## src/sv/lrfb_pkg.sv

```systemverilog
// Shared constants, command codes and the queued command word of the line raster framebuffer.
// Used by the front end, the command queue, the back end, the top level and the checker.
`timescale 1ns / 1ps

package lrfb_pkg;

  // Framebuffer geometry.
  localparam int BUF_WIDTH  = 80;
  localparam int BUF_HEIGHT = 40;
  localparam int COL_W      = $clog2(BUF_WIDTH);
  localparam int ROW_W      = $clog2(BUF_HEIGHT);

  // Port field widths.
  localparam int OP_W    = 2;
  localparam int COORD_W = 12;
  localparam int RCOL_W  = 7;
  localparam int RROW_W  = 6;

  // Error term of the line walk, wide enough for the sum of both deltas.
  localparam int ERR_W = COORD_W + 2;

  // Command queue between the front end and the back end (power of two).
  localparam int QUEUE_DEPTH = 4;
  localparam int QUEUE_AW    = $clog2(QUEUE_DEPTH);

  // Operation codes on the input port.
  localparam logic [OP_W-1:0] OP_CLEAR = 2'd0;
  localparam logic [OP_W-1:0] OP_DRAW  = 2'd1;
  localparam logic [OP_W-1:0] OP_READ  = 2'd2;

  // Command kinds after classification. A read outside the buffer and the
  // unused operation code both become a plain no-op that returns zero.
  typedef enum logic [1:0] {
    CMD_NOP   = 2'd0,
    CMD_CLEAR = 2'd1,
    CMD_DRAW  = 2'd2,
    CMD_READ  = 2'd3
  } cmd_kind_t;

  typedef struct packed {
    cmd_kind_t                  kind;
    logic signed [COORD_W-1:0]  x0;
    logic signed [COORD_W-1:0]  y0;
    logic signed [COORD_W-1:0]  x1;
    logic signed [COORD_W-1:0]  y1;
    logic [COORD_W-1:0]         dx;
    logic [COORD_W-1:0]         dy;
    logic                       sx_neg;
    logic                       sy_neg;
    logic [COL_W-1:0]           col;
    logic [ROW_W-1:0]           row;
  } cmd_t;

endpackage

```

## src/sv/lrfb_back.sv

```systemverilog
// Back end: executes queued commands against the row-organized pixel memory.
// Holds the clear sequencer, the line walker, the read path and the result register.
// Depends on lrfb_pkg; fed by lrfb_fifo.
`timescale 1ns / 1ps

module lrfb_back (
  input  logic           clk,
  input  logic           rst_n,
  input  lrfb_pkg::cmd_t q_rd_data,
  input  logic           q_empty,
  output logic           q_pop,
  output logic           init_busy,
  output logic           out_valid,
  input  logic           out_stall,
  output logic           out_pixel_value
);
  import lrfb_pkg::*;

  typedef enum logic [5:0] {
    ST_IDLE  = 6'b000001,
    ST_CLEAR = 6'b000010,
    ST_DRAW  = 6'b000100,
    ST_READ  = 6'b001000,
    ST_PICK  = 6'b010000,
    ST_DONE  = 6'b100000
  } state_t;

  localparam logic [ROW_W-1:0]          LAST_ROW = ROW_W'(BUF_HEIGHT - 1);
  localparam logic signed [COORD_W-1:0] WIDTH_S  = COORD_W'(BUF_WIDTH);
  localparam logic signed [COORD_W-1:0] HEIGHT_S = COORD_W'(BUF_HEIGHT);

  state_t                     state_r, state_nxt;
  logic                       init_r, init_nxt;
  logic [ROW_W-1:0]           clr_row_r, clr_row_nxt;
  logic signed [COORD_W-1:0]  x_r, x_nxt, y_r, y_nxt, xe_r, xe_nxt, ye_r, ye_nxt;
  logic signed [ERR_W-1:0]    err_r, err_nxt, dx_r, dx_nxt, dyn_r, dyn_nxt;
  logic                       sx_neg_r, sx_neg_nxt, sy_neg_r, sy_neg_nxt;
  logic [ROW_W-1:0]           rd_row_r, rd_row_nxt;
  logic [COL_W-1:0]           col_r, col_nxt;
  logic                       pix_r, pix_nxt;
  logic                       out_valid_r, out_valid_nxt;
  logic                       out_pix_r, out_pix_nxt;
  logic [BUF_WIDTH-1:0]       rdata_r;
  logic [BUF_WIDTH-1:0]       pix_mem [BUF_HEIGHT];

  logic                       clr_we, set_we, out_load, out_free;
  logic                       on_buf, at_end, step_x, step_y;
  logic signed [ERR_W:0]      twice, dx_ext, dyn_ext;

  assign init_busy       = init_r;
  assign out_valid       = out_valid_r;
  assign out_pixel_value = out_pix_r;
  assign out_free        = !out_valid_r || !out_stall;

  // One Bresenham step: decisions on the doubled error term.
  assign twice   = {err_r, 1'b0};
  assign dx_ext  = (ERR_W+1)'(dx_r);
  assign dyn_ext = (ERR_W+1)'(dyn_r);
  assign step_x  = (twice >= dyn_ext);
  assign step_y  = (twice <= dx_ext);
  assign at_end  = (x_r == xe_r) && (y_r == ye_r);
  assign on_buf  = !x_r[COORD_W-1] && (x_r < WIDTH_S) &&
                   !y_r[COORD_W-1] && (y_r < HEIGHT_S);

  always_comb begin
    state_nxt   = state_r;
    init_nxt    = init_r;
    clr_row_nxt = clr_row_r;
    x_nxt       = x_r;
    y_nxt       = y_r;
    xe_nxt      = xe_r;
    ye_nxt      = ye_r;
    err_nxt     = err_r;
    dx_nxt      = dx_r;
    dyn_nxt     = dyn_r;
    sx_neg_nxt  = sx_neg_r;
    sy_neg_nxt  = sy_neg_r;
    rd_row_nxt  = rd_row_r;
    col_nxt     = col_r;
    pix_nxt     = pix_r;
    q_pop       = 1'b0;
    clr_we      = 1'b0;
    set_we      = 1'b0;
    out_load    = 1'b0;

    unique case (state_r)
      ST_IDLE: begin
        if (!q_empty) begin
          q_pop = 1'b1;
          unique case (q_rd_data.kind)
            CMD_CLEAR: begin
              clr_row_nxt = '0;
              state_nxt   = ST_CLEAR;
            end
            CMD_DRAW: begin
              x_nxt      = q_rd_data.x0;
              y_nxt      = q_rd_data.y0;
              xe_nxt     = q_rd_data.x1;
              ye_nxt     = q_rd_data.y1;
              dx_nxt     = ERR_W'(q_rd_data.dx);
              dyn_nxt    = -ERR_W'(q_rd_data.dy);
              err_nxt    = ERR_W'(q_rd_data.dx) - ERR_W'(q_rd_data.dy);
              sx_neg_nxt = q_rd_data.sx_neg;
              sy_neg_nxt = q_rd_data.sy_neg;
              state_nxt  = ST_DRAW;
            end
            CMD_READ: begin
              rd_row_nxt = q_rd_data.row;
              col_nxt    = q_rd_data.col;
              state_nxt  = ST_READ;
            end
            default: begin
              pix_nxt   = 1'b0;
              state_nxt = ST_DONE;
            end
          endcase
        end
      end
      ST_CLEAR: begin
        clr_we = 1'b1;
        if (clr_row_r == LAST_ROW) begin
          init_nxt  = 1'b0;
          pix_nxt   = 1'b0;
          state_nxt = init_r ? ST_IDLE : ST_DONE;
        end else begin
          clr_row_nxt = clr_row_r + ROW_W'(1);
        end
      end
      ST_DRAW: begin
        set_we = on_buf;
        if (at_end) begin
          pix_nxt   = 1'b0;
          state_nxt = ST_DONE;
        end else begin
          err_nxt = err_r + (step_x ? dyn_r : '0) + (step_y ? dx_r : '0);
          if (step_x) begin
            x_nxt = sx_neg_r ? x_r - COORD_W'(1) : x_r + COORD_W'(1);
          end
          if (step_y) begin
            y_nxt = sy_neg_r ? y_r - COORD_W'(1) : y_r + COORD_W'(1);
          end
        end
      end
      ST_READ: begin
        state_nxt = ST_PICK;
      end
      ST_PICK: begin
        pix_nxt   = rdata_r[col_r];
        state_nxt = ST_DONE;
      end
      ST_DONE: begin
        if (out_free) begin
          out_load  = 1'b1;
          state_nxt = ST_IDLE;
        end
      end
      default: begin
        state_nxt = ST_IDLE;
      end
    endcase
  end

  always_comb begin
    out_valid_nxt = out_load || (out_valid_r && out_stall);
    out_pix_nxt   = out_load ? pix_r : out_pix_r;
  end

  always_ff @(posedge clk) begin
    if (!rst_n) begin
      state_r     <= ST_CLEAR;
      init_r      <= 1'b1;
      clr_row_r   <= '0;
      out_valid_r <= 1'b0;
    end else begin
      state_r     <= state_nxt;
      init_r      <= init_nxt;
      clr_row_r   <= clr_row_nxt;
      out_valid_r <= out_valid_nxt;
    end
  end

  always_ff @(posedge clk) begin
    x_r      <= x_nxt;
    y_r      <= y_nxt;
    xe_r     <= xe_nxt;
    ye_r     <= ye_nxt;
    err_r    <= err_nxt;
    dx_r     <= dx_nxt;
    dyn_r    <= dyn_nxt;
    sx_neg_r <= sx_neg_nxt;
    sy_neg_r <= sy_neg_nxt;
    rd_row_r <= rd_row_nxt;
    col_r    <= col_nxt;
    pix_r    <= pix_nxt;
    out_pix_r <= out_pix_nxt;
  end

  // Pixel memory: one row per entry, a whole-row clear or a single-bit set per cycle.
  always_ff @(posedge clk) begin
    if (clr_we) begin
      pix_mem[clr_row_r] <= '0;
    end else if (set_we) begin
      pix_mem[y_r[ROW_W-1:0]][x_r[COL_W-1:0]] <= 1'b1;
    end
    rdata_r <= pix_mem[rd_row_r];
  end

endmodule

```

## config.mk

```make
export PLATFORM = sky130hd
export DESIGN_NAME = lrfb_back
export DESIGN_NICKNAME = d
export VERILOG_FILES = /design/src/sv/lrfb_pkg.sv /design/src/sv/lrfb_back.sv
export SDC_FILE = /design/constraint.sdc
export NUM_CORES = 2
export LEC_CHECK = 0
export BUFFER_PORTS_ARGS = -buffer_cell sky130_fd_sc_hd__clkbuf_2
export CELL_PAD_IN_SITES_DETAIL_PLACEMENT = 0
export CELL_PAD_IN_SITES_GLOBAL_PLACEMENT = 1
export CORE_MARGIN = 1
export CORE_UTILIZATION = 54
export DETAILED_ROUTE_END_ITERATION = 12
export PLACE_DENSITY_LB_ADDON = 0.08
export SLEW_MARGIN = 20
export SYNTH_ARGS = -nofsm -noshare
export SYNTH_HDL_FRONTEND = slang
export SYNTH_SLANG_ARGS = --single-unit
```

## constraint.sdc

```tcl
create_clock -name clk -period 31.7 [get_ports clk]
set_input_delay 6.34 -clock clk [delete_from_list [all_inputs] [get_ports clk]]
set_output_delay 6.34 -clock clk [all_outputs]
set_load 0.01 [all_outputs]
```

==> Flow_metrics.wiki <==
{| class="wikitable"
! Metric !! Value
|-
| CP startpoint kind || input port
|-
| Average wire per standard cell || 28.3 microns
|-
| Register bit total from synthesis || 3,399
|-
| Number of clock buffers inserted by TritonCTS || approximately 360
|-
| Cell with the largest stage delay on the worst path || sky130_fd_sc_hd__nor2b_1
|-
| Total nets after synthesis || 10,600
|-
| CP peak stage delay || 0.25 ns
|-
| DIE AREA || approximately 280,000 sq um
|-
| Ys async rst share || 0
|-
| Layout cell share with drive strength beyond 1 || 0.181
|-
| Relative slew margins || 0.132
|-
| Cell area power density || between 50 and 60 nW/um^2
|-
| Synthesized-area fraction occupied by xor and xnor cells || 0.00467
|-
| Shortest clock period the worst path allows after layout || 13.22 ns
|-
| Failing checks || DRC
|-
| Most Frequent Cell on Critical Path || sky130_fd_sc_hd__clkbuf_2
|-
| Post-route met1 wirelength || 162,000 microns
|-
| CP required || roughly 25 ns
|-
| # resized after CTS || 0
|-
| Maximum vdd drop || between 0.00005 and 0.00006 V
|-
| Routed length on met2 || 196,000 microns
|-
| Number of enable-type register cells in the synthesized netlist || 3,305
|-
| Detailed-route via count || 88,800
|-
| Initial Util || 0.543
|-
| Final setup margin || between 15 and 20 ns
|-
| Width of the die || around 530 microns
|-
| Filler cell count in the final layout || 21,500
|-
| Clock Tree Buf Depth || 4
|-
| Final worst-path cycle share || 0.417
|-
| Number of pins with negative max-slew slack in the final report || 0
|-
| Number of nets in the layout || 10,400
|-
| Layout Area Growth over Synthesis || 10.2%
|-
| Combined buffer and inverter count along the critical path || 2
|-
| Clock-pin slew reported for the worst setup and hold paths after clock tree synthesis || approximately 0.060 ns
|-
| Total setup violations reported at the end of the flow || 0
|-
| Antenna violations before repair || 14
|-
| Leakage power || 0.0510 uW
|-
| Port Buffer Count || 96
|-
| Worst-case setup slack after placement || 18.49 ns
|-
| Total wire length || 403,000 microns
|-
| Commonest non-fill, non-tap cell in the layout || sky130_fd_sc_hd__edfxtp_1
|-
| Sort of element at the end of the critical path || output port
|-
| Cts-stage hold buffer count || 0
|-
| Synthesis Warnings || 0
|-
| Fraction of synthesized area in multiplexers || 0.154
|-
| HPWL reported at the end of detailed placement || 220,000 microns
|-
| Pwr Total || 9910 uW
|-
| Arithmetic-cell share of the synthesized area counting full adders, half adders and majority gates || 0.00814
|-
| Total count of hold-check failures in the final report || 0
|-
| Count of clock tree sinks || 3,399
|-
| Compound-Gate Fraction of Synth Area || 0.0220
|-
| Commonest non-fill, non-tap cells in the layout || sky130_fd_sc_hd__edfxtp_1, sky130_fd_sc_hd__nor2_1, sky130_fd_sc_hd__mux4_2
|-
| Ordered list of cells on the worst path || clkbuf_2 > nor2b_1 > clkbuf_2
|-
| Routed wire length on met3 || 34,100 microns
|-
| Number of global-route vias before repair || around 89,000
|-
| Via-per-instance ratio || 6.23
|-
| DR top layer || met5
|-
| Largest net degree at the start of global routing || between 200 and 300
|-
| Clock tree from TritonCTS || done
|-
| Summed instance area of the synthesized netlist || 150,000 sq um
|-
| Top Ports || 97
|-
| Simple-gate area share of the yosys netlist || 0.115
|-
| All-layer global routing usage || 0.288
|-
| Hold Crit Class || flop to flop
|-
| Sum Neg Setup Slack || 0 ns
|-
| DIE HEIGHT || 529 microns
|-
| Total number of H-tree levels || 5
|-
| Number of rows in the core area || approximately 190
|-
| Largest family of logic cells by synthesized area || multiplexers
|-
| Slew @ Worst Pin || approximately 1.3 ns
|-
| Skew final || 0.0391 ns
|-
| Cell family with the largest share of critical-path delay || buffers and inverters
|-
| Status || finished, violations left
|-
| Post-synthesis cell count || 10,400
|-
| Critical path start-end classification || input port to output port
|-
| Root buffer cell || sky130_fd_sc_hd__clkbuf_16
|-
| Count of antenna-violating nets left after detailed routing || 0
|-
| Wire length of the first global-routing pass || 589,000 microns
|-
| Largest fanout on the critical path || 4
|-
| Clock insertion delay at the later pin of the skew report || ~0.94 ns
|-
| Leading register cell type out of synthesis || sky130_fd_sc_hd__edfxtp_1
|-
| Count of routing violations after the opening detailed-route iteration || between 10,000 and 15,000
|-
| Mean area per synthesized cell || 14.5 sq um
|-
| Post-CTS Setup Inserts || 0
|-
| Core box area || ~280,000 sq um
|-
| Count of maximum capacitance violations || 0
|-
| GR Overflow Total || 0
|-
| Number of distinct library cell variants in the gate-level netlist after synthesis || 70
|-
| Weighted congestion at the end of routability-driven global placement || 0.807
|-
| Drt first pass iters || 9
|-
| Post-route DRC || 4
|-
| Achievable Freq || around 0.076 GHz
|-
| Setup repair after global routing missed its margin || no
|-
| Register area share after synthesis || 0.674
|-
| CP Data Arrival Time || roughly 6.9 ns
|}
-- worst paths after layout --
kind                            start                   endpoint  slack, ns  cells past startpoint
setup / recovery              q_empty                      q_pop      18.48                      3
hold / removal    pix_r$_SDFFCE_PN0P_  out_pixel_value$_DFFE_PP_       0.49                      0
setup reg to reg     y_r[4]$_DFFE_PP_  pix_mem[27][26]$_DFFE_PP_      25.19                     11
hold reg to reg   pix_r$_SDFFCE_PN0P_  out_pixel_value$_DFFE_PP_       0.49                      0
-- Yosys cell counts, types with 5 or more instances --
| master | instances | area share |
|---|---|---|
| sky130_fd_sc_hd__and2_1 | 9 | 0.00038 |
| sky130_fd_sc_hd__a31oi_1 | 8 | 0.00033 |
| sky130_fd_sc_hd__and3_1 | 15 | 0.00063 |
| sky130_fd_sc_hd__xor2_1 | 48 | 0.0028 |
| sky130_fd_sc_hd__o21a_1 | 15 | 0.00075 |
| sky130_fd_sc_hd__nor2_1 | 3269 | 0.082 |
| sky130_fd_sc_hd__inv_1 | 58 | 0.0015 |
| sky130_fd_sc_hd__nand2b_1 | 10 | 0.00042 |
| sky130_fd_sc_hd__mux2i_1 | 84 | 0.0056 |
| sky130_fd_sc_hd__o21ai_2 | 75 | 0.0044 |
| sky130_fd_sc_hd__fa_1 | 16 | 0.0021 |
| sky130_fd_sc_hd__o31a_1 | 6 | 0.00035 |
| sky130_fd_sc_hd__o21ai_0 | 58 | 0.0019 |
| sky130_fd_sc_hd__buf_1 | 106 | 0.0027 |
| sky130_fd_sc_hd__nor3_1 | 23 | 0.00077 |
| sky130_fd_sc_hd__dfxtp_1 | 94 | 0.013 |
| sky130_fd_sc_hd__nand3b_1 | 5 | 0.00025 |
| sky130_fd_sc_hd__or3_1 | 8 | 0.00033 |
| sky130_fd_sc_hd__mux4_2 | 985 | 0.15 |
| sky130_fd_sc_hd__edfxtp_1 | 3305 | 0.66 |
| sky130_fd_sc_hd__a211oi_1 | 90 | 0.0045 |
| sky130_fd_sc_hd__nor2b_1 | 100 | 0.0042 |
| sky130_fd_sc_hd__o31ai_1 | 6 | 0.00030 |
| sky130_fd_sc_hd__clkbuf_1 | 418 | 0.010 |
| sky130_fd_sc_hd__nand3_1 | 22 | 0.00073 |
| sky130_fd_sc_hd__o21ai_4 | 5 | 0.00054 |
| sky130_fd_sc_hd__xnor2_1 | 32 | 0.0019 |
| sky130_fd_sc_hd__buf_2 | 232 | 0.0077 |
| sky130_fd_sc_hd__ha_1 | 72 | 0.0060 |
| sky130_fd_sc_hd__a21o_1 | 5 | 0.00025 |
| sky130_fd_sc_hd__nand4_1 | 10 | 0.00042 |
| sky130_fd_sc_hd__a21oi_1 | 203 | 0.0068 |
| sky130_fd_sc_hd__nand2_2 | 6 | 0.00025 |
| sky130_fd_sc_hd__nor4_1 | 19 | 0.00079 |
| sky130_fd_sc_hd__nand2_1 | 886 | 0.022 |
-- through the flow --
stage	instance area, sq um	util	instances	hold WS, ns
detailed placement	154000	0.557	13600	0.455
global placement	154000	0.557	13600	0.463
CTS	165000	0.598	14300	0.480
floorplan	150000	-	10400	0.400
finish	165000	0.598	14300	0.489
global route	165000	0.598	14300	0.493
-- sequential cells by signal (all words and copies together) (netlist names) --
name             count
xe_r                12
state_r              6
sx_neg_r             1
rd_row_r             6
dx_r                12
pix_r                1
x_r                 12
clr_row_r            6
rdata_r             80
pix_mem           3200
y_r                 12
out_pixel_value      1
out_valid            1
dyn_r               14
col_r                7
err_r               14
ye_r                12
init_busy            1
sy_neg_r             1
-- worst register-to-register path, stage by stage, from the launching register on --
cell and delay, ns:
sky130_fd_sc_hd__edfxtp_1 0.67, sky130_fd_sc_hd__o21ai_1 0.16, sky130_fd_sc_hd__nand4_1 0.34, sky130_fd_sc_hd__nor3_4 0.08
sky130_fd_sc_hd__buf_4 0.38, sky130_fd_sc_hd__a31oi_4 0.67, sky130_fd_sc_hd__buf_4 0.73, sky130_fd_sc_hd__buf_4 0.83
sky130_fd_sc_hd__buf_4 0.81, sky130_fd_sc_hd__buf_4 0.69, sky130_fd_sc_hd__buf_4 0.69, sky130_fd_sc_hd__nor2_1 0.21
-- kinds of logic (layout without fill, tap and decap cells) --
family          after synthesis  after routing
compound gates              504            504
simple gates               4409           4409
fa+ha+maj                    88             88
xor+xnor                     80             80
mux                        1071           1071
other cells                   0              4
flops                      3399           3399
buf+inv                     818            995
-- cell type report --
class                      count  area (sq um)  share of cell area
multi-input combinational   6152         45900               0.277
tap                         3705          4640              0.0280
inverter                      61           230             0.00139
clock buffer                 466          9580              0.0579
timing repair buffer         280          2150              0.0130
clock inverter               188          1730              0.0105
sequential                  3399        101000               0.612
antenna                        4          10.0           0.0000605
-- layer usage --
metal,track usage,vias up
met3,0.0490,625
met1,0.403,46400
met5,0.00364,-
li1,-,38000
met4,0.0768,2
met2,0.472,3778
-- report_power, final --
part	switching, uW	internal (uW)
Clock	1750	2350
Combinational	630	174
Sequential	27.9	4980
Power figures use the tool's default switching activity.
