==> src/sv/lrfb_pkg.sv <==
// Shared constants, command codes and the queued command word of the line raster framebuffer.
// Used by the front end, the command queue, the back end, the top level and the checker.
`timescale 1ns / 1ps

package lrfb_pkg;

  // Framebuffer geometry.
  localparam int BUF_WIDTH  = 80;
  localparam int BUF_HEIGHT = 40;
  localparam int COL_W      = $clog2(BUF_WIDTH);
  localparam int ROW_W      = $clog2(BUF_HEIGHT);

  // Port field widths.
  localparam int OP_W    = 2;
  localparam int COORD_W = 12;
  localparam int RCOL_W  = 7;
  localparam int RROW_W  = 6;

  // Error term of the line walk, wide enough for the sum of both deltas.
  localparam int ERR_W = COORD_W + 2;

  // Command queue between the front end and the back end (power of two).
  localparam int QUEUE_DEPTH = 4;
  localparam int QUEUE_AW    = $clog2(QUEUE_DEPTH);

  // Operation codes on the input port.
  localparam logic [OP_W-1:0] OP_CLEAR = 2'd0;
  localparam logic [OP_W-1:0] OP_DRAW  = 2'd1;
  localparam logic [OP_W-1:0] OP_READ  = 2'd2;

  // Command kinds after classification. A read outside the buffer and the
  // unused operation code both become a plain no-op that returns zero.
  typedef enum logic [1:0] {
    CMD_NOP   = 2'd0,
    CMD_CLEAR = 2'd1,
    CMD_DRAW  = 2'd2,
    CMD_READ  = 2'd3
  } cmd_kind_t;

  typedef struct packed {
    cmd_kind_t                  kind;
    logic signed [COORD_W-1:0]  x0;
    logic signed [COORD_W-1:0]  y0;
    logic signed [COORD_W-1:0]  x1;
    logic signed [COORD_W-1:0]  y1;
    logic [COORD_W-1:0]         dx;
    logic [COORD_W-1:0]         dy;
    logic                       sx_neg;
    logic                       sy_neg;
    logic [COL_W-1:0]           col;
    logic [ROW_W-1:0]           row;
  } cmd_t;

endpackage

==> src/sv/lrfb_fifo.sv <==
// Short command queue between the front end and the back end.
// Depends on lrfb_pkg for the command word and the queue depth.
`timescale 1ns / 1ps

module lrfb_fifo (
  input  logic           clk,
  input  logic           rst_n,
  input  logic           push,
  input  lrfb_pkg::cmd_t wr_data,
  output logic           full,
  input  logic           pop,
  output lrfb_pkg::cmd_t rd_data,
  output logic           empty
);
  import lrfb_pkg::*;

  localparam int CNT_W = QUEUE_AW + 1;

  cmd_t                q_mem [QUEUE_DEPTH];
  logic [QUEUE_AW-1:0] wr_ptr_r, wr_ptr_nxt;
  logic [QUEUE_AW-1:0] rd_ptr_r, rd_ptr_nxt;
  logic [CNT_W-1:0]    count_r, count_nxt;

  assign full    = (count_r == CNT_W'(QUEUE_DEPTH));
  assign empty   = (count_r == '0);
  assign rd_data = q_mem[rd_ptr_r];

  always_comb begin
    wr_ptr_nxt = push ? wr_ptr_r + QUEUE_AW'(1) : wr_ptr_r;
    rd_ptr_nxt = pop  ? rd_ptr_r + QUEUE_AW'(1) : rd_ptr_r;
    count_nxt  = count_r + CNT_W'(push) - CNT_W'(pop);
  end

  always_ff @(posedge clk) begin
    if (!rst_n) begin
      wr_ptr_r <= '0;
      rd_ptr_r <= '0;
      count_r  <= '0;
    end else begin
      wr_ptr_r <= wr_ptr_nxt;
      rd_ptr_r <= rd_ptr_nxt;
      count_r  <= count_nxt;
    end
  end

  always_ff @(posedge clk) begin
    if (push) begin
      q_mem[wr_ptr_r] <= wr_data;
    end
  end

endmodule

==> config.mk <==
export PLATFORM = sky130hd
export DESIGN_NAME = lrfb_fifo
export DESIGN_NICKNAME = d
export VERILOG_FILES = /design/src/sv/lrfb_pkg.sv /design/src/sv/lrfb_fifo.sv
export SDC_FILE = /design/constraint.sdc
export NUM_CORES = 1
export LEC_CHECK = 0
export BUFFER_PORTS_ARGS = -buffer_cell sky130_fd_sc_hd__buf_2
export CAP_MARGIN = 20
export CORE_AREA = 2 2 166 168
export CTS_CLUSTER_SIZE = 20
export DETAILED_ROUTE_END_ITERATION = 10
export DIE_AREA = 0 0 168 170
export HOLD_SLACK_MARGIN = 0.02
export PLACE_DENSITY = 0.73
export SYNTH_ARGS = -nofsm -noshare
export SYNTH_HDL_FRONTEND = slang
export SYNTH_SLANG_ARGS = --single-unit
==> constraint.sdc <==
create_clock -name clk -period 3.2 [get_ports clk]
set_input_delay 0.48 -clock clk [delete_from_list [all_inputs] [get_ports clk]]
set_output_delay 0.48 -clock clk [all_outputs]
set_load 0.01 [all_outputs]
==> impl_metrics.env, run 1 <==
export IMPL_status="finished clean"
export IMPL_fmax_ghz=0.366
export IMPL_rr_endpoint="q_mem[2][14]$_DFFE_PP_"
export IMPL_hp_class="in2reg"
export IMPL_busiest_layer="met2"
export IMPL_dpl_cell_count=1021
export IMPL_cts_tree="done"
export IMPL_power_density_nw_per_um2=685
export IMPL_synth_seq_cells=365
export IMPL_final_nets=819
export IMPL_syn_inst=508
export IMPL_dr_pass1_iters=5
export IMPL_die_y_um=170
export IMPL_coreArea_um2=26700
export IMPL_cp_max_fo=39
export IMPL_start_util_pct=49.8
export IMPL_setup_viol=0
export IMPL_async_flop_share_pct=0
export IMPL_grtUsageMet1_pct=22.5
export IMPL_clock_latency_ns=0.50
export IMPL_cp_data_arrival_time_ns=2.26
export IMPL_fin_ws_ns=0.465
export IMPL_timing_rr_start="wr_ptr_r[0]$_SDFFE_PN0P_"
export IMPL_ctsHoldBuffers=0
export IMPL_synth_area_um2=13300
export IMPL_globalplace_congestion=0.698
export IMPL_route_detailed_drc=0
export IMPL_grt_max_degree=58
export IMPL_overflow=0
export IMPL_vias_per_cell=5.49
export IMPL_yosys_warnings=0
export IMPL_antenna_found_initial=6
export IMPL_required_ns=2.72
export IMPL_antenna_left=0
export IMPL_worstHoldPathCells=1
export IMPL_design_area_um2=15900
export IMPL_io_buffers=183
export IMPL_synth_most_common_cell="edfxtp_1"
export IMPL_tightest_slew_ns=0.630
export IMPL_post_cts_resized=0
export IMPL_numCtsBuffers=37
export IMPL_synth_ff_type="edfxtp_1"
export IMPL_min_to="q_mem[3][16]$_DFFE_PP_"
export IMPL_grt_pass1_wl_mm=37.5
export IMPL_dieArea_um2=28600
export IMPL_r2r_slack_ns=1.29
export IMPL_area_growth_pct=19.9
export IMPL_critPathLaunchType="flop"
export IMPL_drv_cap=0
export IMPL_synth_yosys_seq_area_share_pct=82.0
export IMPL_grtUsageMet3_pct=4.40
export IMPL_row_count=60
export IMPL_period_share_pct=85.5
export IMPL_crit_type="reg2out"
export IMPL_cts_max_path_buffers=3
export IMPL_end_kind="output port"
export IMPL_synth_top_cells_by_count="edfxtp_1, mux4_2, buf_2"
export IMPL_yosysTopAreaCellShare_pct=80.6
export IMPL_place_ws_ns=0.928
export IMPL_syn_nets=608
export IMPL_synth_edf_count=356
export IMPL_hold_viol=0
export IMPL_drv_slew=0
export IMPL_synth_top_area_cell="edfxtp_1"
export IMPL_fp_dieW_um=168
export IMPL_synthDistinctLibCells=21
export IMPL_drt_iter0_drc=571
export IMPL_fin_crit_ns=2.74
export IMPL_place_area_um2=14700
export IMPL_postCtsSetupBuffers=0
export IMPL_hold_path_startpoint="wr_data[16]"
export IMPL_synth_area_leaders="edfxtp_1, mux4_2, dfxtp_1"
export IMPL_htreeDepth=2
export IMPL_syn_area_per_cell_um2=26.1
export IMPL_rsz0062_at_grt="no"
export IMPL_ctsRootBufferMaster="clkbuf_16"
export IMPL_wl_per_cell_um=22.6
export IMPL_maxSlewHeadroom_pct=58.0
export IMPL_grtUsageTotal_pct=17.6
export IMPL_wl_mm=24.6
export IMPL_r2r_cells=4
export IMPL_io_pins=184
export IMPL_p_leak_uw=0.00537
export IMPL_dp_hpwl_mm=14.8
export IMPL_clock_sinks=365
export IMPL_n_fill_cell=1836
export IMPL_layoutNonFillerInstCount=1091
export IMPL_fin_worst_skew_ns=0.00941
export IMPL_ir_drop_mv=0.342
export IMPL_dr_total_vias=5990
export IMPL_met2_usage_pct=30.0
export IMPL_drive_gt1_share_pct=45.9
export IMPL_grt_pass1_vias=6419
export IMPL_tns_ns=0
export IMPL_path_clk_slew_ns=0.06
==> how the worst max path moves through the flow <==
stage / startpoint / endpoint / slack [ns] / cells past startpoint
global placement: flop / rd_data[81] / 0.95 / 3
floorplan: wr_ptr_r[0]$_SDFFE_PN0P_ / q_mem[0][0]$_DFFE_PP_ / 0.14 / 3
detailed placement: flop / rd_data[81] / 0.93 / 3
CTS: flop / rd_data[81] / 0.38 / 3
finish: flop / rd_data[81] / 0.46 / 3
global route: flop / rd_data[56] / 0.30 / 3
==> layer usage <==
layer | vias to the layer above | part of all wire, %
met5 | - | 0.18
met4 | 8 | 2.2
met3 | 45 | 6.4
met2 | 208 | 51
met1 | 3117 | 40
li1 | 2612 | -
==> flip-flops by register name (all words and copies together) (netlist names), named ones only <==
name / flops
count_r: 3
q_mem: 356
rd_ptr_r: 2
wr_ptr_r: 2
==> cell type report <==
type                            count  area (um^2)  share of cell area (%)
Clock inverter                     22          240                    1.51
Inverter                            7         26.3                   0.165
Sequential cell                   365        10900                    68.4
Tap cell                          341          427                    2.68
Antenna cell                        2         5.00                  0.0315
Timing Repair Buffer              192         1070                    6.74
Clock buffer                       46         1000                    6.30
Multi-Input combinational cell    116         2250                    14.2
==> metrics by stage <==
step	total power (uW)	util (%)	hold WS (ns)
floorplan	6250	-	0.499
global placement	6640	55.0	0.500
detailed placement	6680	55.0	0.527
CTS	11000	59.6	0.164
global route	11300	59.7	0.163
finish	10900	59.7	0.185
==> cell families (layout without fill, tap and decap cells) <==
kind of cell	Yosys count	count (layout)	share of synthesized area, %
DFF	365	365	82.0
muxes	90	90	15.2
buffers and inverters	27	267	1.12
and+or+nand+nor	14	14	0.566
adders and majority gates	7	7	0.717
xor gates and xnor gates	3	3	0.311
AOI/OAI and AO/OA	2	2	0.113
other	0	2	0
==> report_power, final <==
group          internal (uW)  switching [uW]
registers               5490            88.0
logic                    469             511
clock network           2640            1690
total                   8600            2280
==> worst max-delay path, cell delays in order (launching register included) <==
cell and delay, ns:
dfxtp_4 0.62, buf_12 0.35, mux4_2 0.57, buf_2 0.16
==> cells in the final DEF (no fill, tap or decap), drive strengths merged, types with 5 or more instances in the layout <==
cell    synthesis  final
and2            6      6
buf            13    192
bufinv          0      5
clkbuf          7     46
clkinv          0     13
dfxtp           9      9
edfxtp        356    356
ha              6      6
inv             7      9
mux4           89     89
nor2            5      5
No activity file was read; power rests on OpenSTA's default activity.
==> run 2, diff against run 1 <==
CORE_AREA = 2 2 198 200   (was 2 2 166 168)
DIE_AREA = 0 0 200 202   (was 0 0 168 170)
GPL_TIMING_DRIVEN = 0   (was unset)
PLACE_DENSITY = unset   (was 0.73)
==> run 2 against run 1 <==
Effect of this change:
- worst setup slack worse by 0.17 ns
- combinational power is 6% higher
- critical path depth is 1 higher
- first-iteration DRC count is 53% lower
- clock skew is 0.00057 ns higher
- global-route usage is 4.4 points lower
- critical path type unchanged
- register-to-register slack hardly changed
- power is 1.0% higher
==> impl_metrics.env, run 2 (synthesized netlist as in run 1, its figures left out) <==
export IMPL_coreArea_um2=38300
export IMPL_drv_cap=0
export IMPL_numCtsBuffers=39
export IMPL_setup_viol=0
export IMPL_vias_per_cell=4.65
export IMPL_end_kind="output port"
export IMPL_grtUsageTotal_pct=13.2
export IMPL_endpoint="rd_data[74]"
export IMPL_drt_iter0_drc=271
export IMPL_ir_drop_mv=0.736
export IMPL_route_detailed_drc=0
export IMPL_p_switching_uw=2370
export IMPL_dpl_cell_count=1214
export IMPL_grt_pass1_wl_mm=39.1
export IMPL_timing_rr_start="wr_ptr_r[0]$_SDFFE_PN0P_"
export IMPL_period_share_pct=90.7
export IMPL_fin_crit_ns=2.90
export IMPL_pwr_share_clk_pct=40.1
export IMPL_drive_gt1_share_pct=45.8
export IMPL_rsz0062_at_grt="no"
export IMPL_status="finished clean"
export IMPL_wl_per_cell_um=20.3
export IMPL_insertedDiodeCount=0
export IMPL_hold_worst_slack_ns=0.152
export IMPL_mostFrequentLayoutCells="edfxtp_1, buf_2, mux4_2, clkbuf_16, clkbuf_1"
export IMPL_cts_tree="done"
export IMPL_row_count=72
export IMPL_fin_worst_skew_ns=0.00998
export IMPL_hold_viol=0
export IMPL_drv_slew=0
export IMPL_dr_total_vias=5956
export IMPL_dp_hpwl_mm=15.5
export IMPL_post_cts_resized=0
export IMPL_globalplace_congestion=0.678
export IMPL_antenna_left=0
export IMPL_required_ns=2.72
export IMPL_antenna_found_initial=2
export IMPL_largest_register_ffs=356
export IMPL_grt_pass1_vias=6513
export IMPL_path_clk_slew_ns=0.06
export IMPL_fmax_ghz=0.345
export IMPL_top_register="q_mem"
export IMPL_start_util_pct=34.6
export IMPL_reg_top3="q_mem (356), count_r (3)"
export IMPL_dieArea_um2=40400
export IMPL_die_y_um=202
export IMPL_maxSlewHeadroom_pct=39.3
export IMPL_rr_endpoint="q_mem[1][81]$_DFFE_PP_"
export IMPL_clock_sinks=365
export IMPL_r2r_cells=3
export IMPL_power_density_nw_per_um2=678
export IMPL_final_common_cell="edfxtp_1"
export IMPL_tightest_slew_ns=0.911
export IMPL_fp_dieW_um=200
export IMPL_cts_max_path_buffers=3
export IMPL_ctsHoldBuffers=0
export IMPL_crit_type="reg2out"
export IMPL_n_fill_cell=3334
export IMPL_clock_latency_ns=0.54
export IMPL_layoutNonFillerInstCount=1280
export IMPL_overflow=0
export IMPL_share_comb_of_total_power_pct=9.4
export IMPL_cp_data_arrival_time_ns=2.42
export IMPL_io_pins=184
export IMPL_grt_max_degree=54
export IMPL_htreeDepth=2
export IMPL_area_growth_pct=22.3
export IMPL_pwr_share_seq_pct=50.4
export IMPL_p_leak_uw=0.00544
export IMPL_critPathLaunchType="flop"
export IMPL_p_sw_share_pct=21.5
export IMPL_io_buffers=183
export IMPL_r2r_slack_ns=1.28
export IMPL_cp_max_fo=10
export IMPL_postCtsSetupBuffers=0
export IMPL_final_nets=837
export IMPL_ctsRootBufferMaster="clkbuf_16"
export IMPL_dr_pass1_iters=4
export IMPL_hold_path_startpoint="wr_data[27]"
export IMPL_place_area_um2=15000
export IMPL_tns_ns=0
export IMPL_design_area_um2=16200
export IMPL_wl_mm=25.9
export IMPL_hp_class="in2reg"
export IMPL_cell_internal_pwr_uw=8630
## run 2: worst min-delay path by stage
stage	endpoint	slack [ns]	cells after the start
after floorplan	flop	0.50	2
after global placement	flop	0.51	2
after detailed placement	rd_ptr_r[1]$_SDFFE_PN0P_	0.53	2
after CTS	q_mem[2][63]$_DFFE_PP_	0.11	1
after global routing	q_mem[3][34]$_DFFE_PP_	0.13	1
final	q_mem[1][27]$_DFFE_PP_	0.15	1
## run 2: per-layer routing
metal / vias to the layer above / share of wire, % / track usage, %
met4: 4 / 2.6 / 5.03
met1: 3106 / 43 / 16.6
met2: 156 / 49 / 21.7
li1: 2641 / - / -
met5: - / 0.10 / 0
met3: 49 / 6.0 / 3.60
## run 2: through the flow
stage          util [%]  worst slack, ns  power (uW)
2_1_floorplan         -            0.135        6250
3_3_place_gp       38.7            -1.94        6710
3_5_place_dp       39.1            0.711        6720
4_1_cts            42.4            0.114       11200
5_1_grt            42.4           0.0735       11400
6_report           42.4            0.298       11000
## run 2: layout make-up
type	instances	area (um^2)	area share [%]
Sequential cell	365	10900	67.0
Multi-Input combinational cell	116	2250	13.9
Clock buffer	48	1050	6.49
Timing Repair Buffer	188	1050	6.45
Tap cell	518	648	4.00
Clock inverter	18	203	1.25
Buffer	20	123	0.756
Inverter	7	26.3	0.162
## run 2: power by group through the flow
| stage | clock network [uW] | logic (uW) | registers, uW |
|---|---|---|---|
| after floorplan | 0 | 606 | 5650 |
| after global placement | 0 | 1030 | 5680 |
| after detailed placement | 0 | 1070 | 5650 |
| after CTS | 4570 | 1080 | 5550 |
| after global routing | 4750 | 1140 | 5560 |
| final | 4410 | 1040 | 5550 |
## run 2: worst max-delay path, cell delays in order, from the launching register on
cell,delay (ns)
dfxtp_1,0.30
buf_2,0.27
clkbuf_1,0.72
mux4_2,0.42
buf_2,0.16
==> run 3, diff against run 2 <==
CORE_AREA = 2 2 170 172   (was 2 2 198 200)
DIE_AREA = 0 0 172 174   (was 0 0 200 202)
PLACE_DENSITY = 0.7   (was unset)
RECOVER_POWER = 25   (was unset)
==> run 3 against run 2 <==
Effect of this change:
- critical path type unchanged
- cell count fell by 11%
- power fell by 4.8%
- count of clock-buffer cells in the layout did not move
- worst hold slack improved by 0.037 ns
- routed wire length fell by 8.7%
==> impl_metrics.env, run 3 (synthesized netlist as in run 1, its figures left out) <==
export IMPL_status="finished clean"
export IMPL_drive_gt1_share_pct=37.5
export IMPL_antenna_found_initial=1
export IMPL_maxSlewHeadroom_pct=50.4
export IMPL_numCtsBuffers=36
export IMPL_drt_iter0_drc=510
export IMPL_grt_pass1_vias=6524
export IMPL_htreeDepth=2
export IMPL_wl_per_cell_um=20.7
export IMPL_mostFrequentLayoutCells="edfxtp_1, buf_2, mux4_2, clkbuf_1, clkbuf_16"
export IMPL_path_clk_slew_ns=0.06
export IMPL_cp_max_fo=10
export IMPL_fmax_ghz=0.367
export IMPL_grt_max_degree=61
export IMPL_largest_register_ffs=356
export IMPL_io_pins=184
export IMPL_area_growth_pct=19.2
export IMPL_rsz0062_at_grt="no"
export IMPL_io_buffers=183
export IMPL_top_register="q_mem"
export IMPL_hp_class="in2reg"
export IMPL_overflow=0
export IMPL_antenna_left=0
export IMPL_grtUsageTotal_pct=16.0
export IMPL_final_nets=833
export IMPL_fin_worst_skew_ns=0.0106
export IMPL_ir_drop_mv=0.487
export IMPL_dpl_cell_count=1079
export IMPL_die_y_um=174
export IMPL_route_detailed_drc=0
export IMPL_start_util_pct=47.0
export IMPL_clock_latency_ns=0.51
export IMPL_critPathLaunchType="flop"
export IMPL_utilization_pct=56.0
export IMPL_ctsHoldBuffers=0
export IMPL_cts_max_path_buffers=3
export IMPL_path_cells="buf_2, clkbuf_1, mux4_2, buf_2"
export IMPL_place_ws_ns=0.922
export IMPL_postCtsSetupBuffers=0
export IMPL_row_count=62
export IMPL_cts_tree="done"
export IMPL_required_ns=2.72
export IMPL_coreArea_um2=28200
export IMPL_setup_viol=0
export IMPL_p_leak_uw=0.00521
export IMPL_dp_hpwl_mm=14.7
export IMPL_dr_total_vias=5960
export IMPL_clock_sinks=365
export IMPL_globalplace_congestion=0.685
export IMPL_final_common_cell="edfxtp_1"
export IMPL_cp_data_arrival_time_ns=2.25
export IMPL_drv_slew=0
export IMPL_grt_pass1_wl_mm=36.1
export IMPL_crit_type="reg2out"
export IMPL_crit_top_cell="buf_2"
export IMPL_dr_pass1_iters=6
export IMPL_power_density_nw_per_um2=662
export IMPL_hold_viol=0
export IMPL_end_kind="output port"
export IMPL_fin_crit_ns=2.73
export IMPL_fin_ws_ns=0.472
export IMPL_reg_top3="q_mem (356), count_r (3)"
export IMPL_fp_dieW_um=172
export IMPL_critPathMaxStageDelay_ns=0.61
export IMPL_tightest_slew_ns=0.744
export IMPL_n_fill_cell=2161
export IMPL_ctsRootBufferMaster="clkbuf_16"
export IMPL_post_cts_resized=0
export IMPL_period_share_pct=85.2
export IMPL_critPathSlowestCell="clkbuf_1"
export IMPL_dieArea_um2=29900
export IMPL_drv_cap=0
export IMPL_wl_mm=23.7
export IMPL_layoutNonFillerInstCount=1145
export IMPL_vias_per_cell=5.21
## run 3: worst paths after layout
| check | cells past startpoint | slack [ns] | startpoint | endpoint |
|---|---|---|---|---|
| worst min register to register | 2 | 0.54 | rd_ptr_r[1]$_SDFFE_PN0P_ | flop |
| worst max register to register | 3 | 1.36 | wr_ptr_r[0]$_SDFFE_PN0P_ | q_mem[3][77]$_DFFE_PP_ |
| worst min-delay path | 1 | 0.19 | wr_data[21] | q_mem[0][21]$_DFFE_PP_ |
| worst max-delay path | 4 | 0.47 | flop | rd_data[24] |
## run 3: where the power goes
part / internal, uW / leakage (uW) / switching (uW)
clock network: 2290 / 0.000542 / 1630
logic: 469 / 0.00132 / 536
registers: 5490 / 0.00334 / 54.1
## run 3: through the flow
stage	total power (uW)	hold WS (ns)	TNS, ns	instance area [um^2]
after CTS	10600	0.162	0	15900
final	10500	0.189	0	15800
after detailed placement	6690	0.536	0	14800
after global placement	6650	0.520	-491.03	14700
after global routing	10900	0.185	0	15800
after floorplan	6250	0.499	0	13300
## run 3: final cells by class
| class | instances | area (um^2) | area share [%] |
|---|---|---|---|
| antenna | 1 | 2.50 | 0.0158 |
| buffer | 20 | 123 | 0.775 |
| clock buffer | 48 | 967 | 6.12 |
| clock inverter | 17 | 139 | 0.878 |
| inverter | 7 | 26.3 | 0.166 |
| multi-input combinational | 116 | 2250 | 14.2 |
| sequential | 365 | 10900 | 68.7 |
| tap | 384 | 480 | 3.04 |
| timing repair buffer | 187 | 953 | 6.03 |
## run 3: critical path, delay by kind of cell (launching register included)
family	cells	cell delay, ns
buffers and inverters	3	1.04
muxes	1	0.40
DFF	1	0.30
## run 3: routing by layer
layer	up-vias	GRT usage [%]	share of wire, %
li1	2639	-	-
met1	3111	20.4	39
met2	177	27.2	51
met3	33	4.62	8.1
met4	0	4.13	1.7
met5	-	0	0
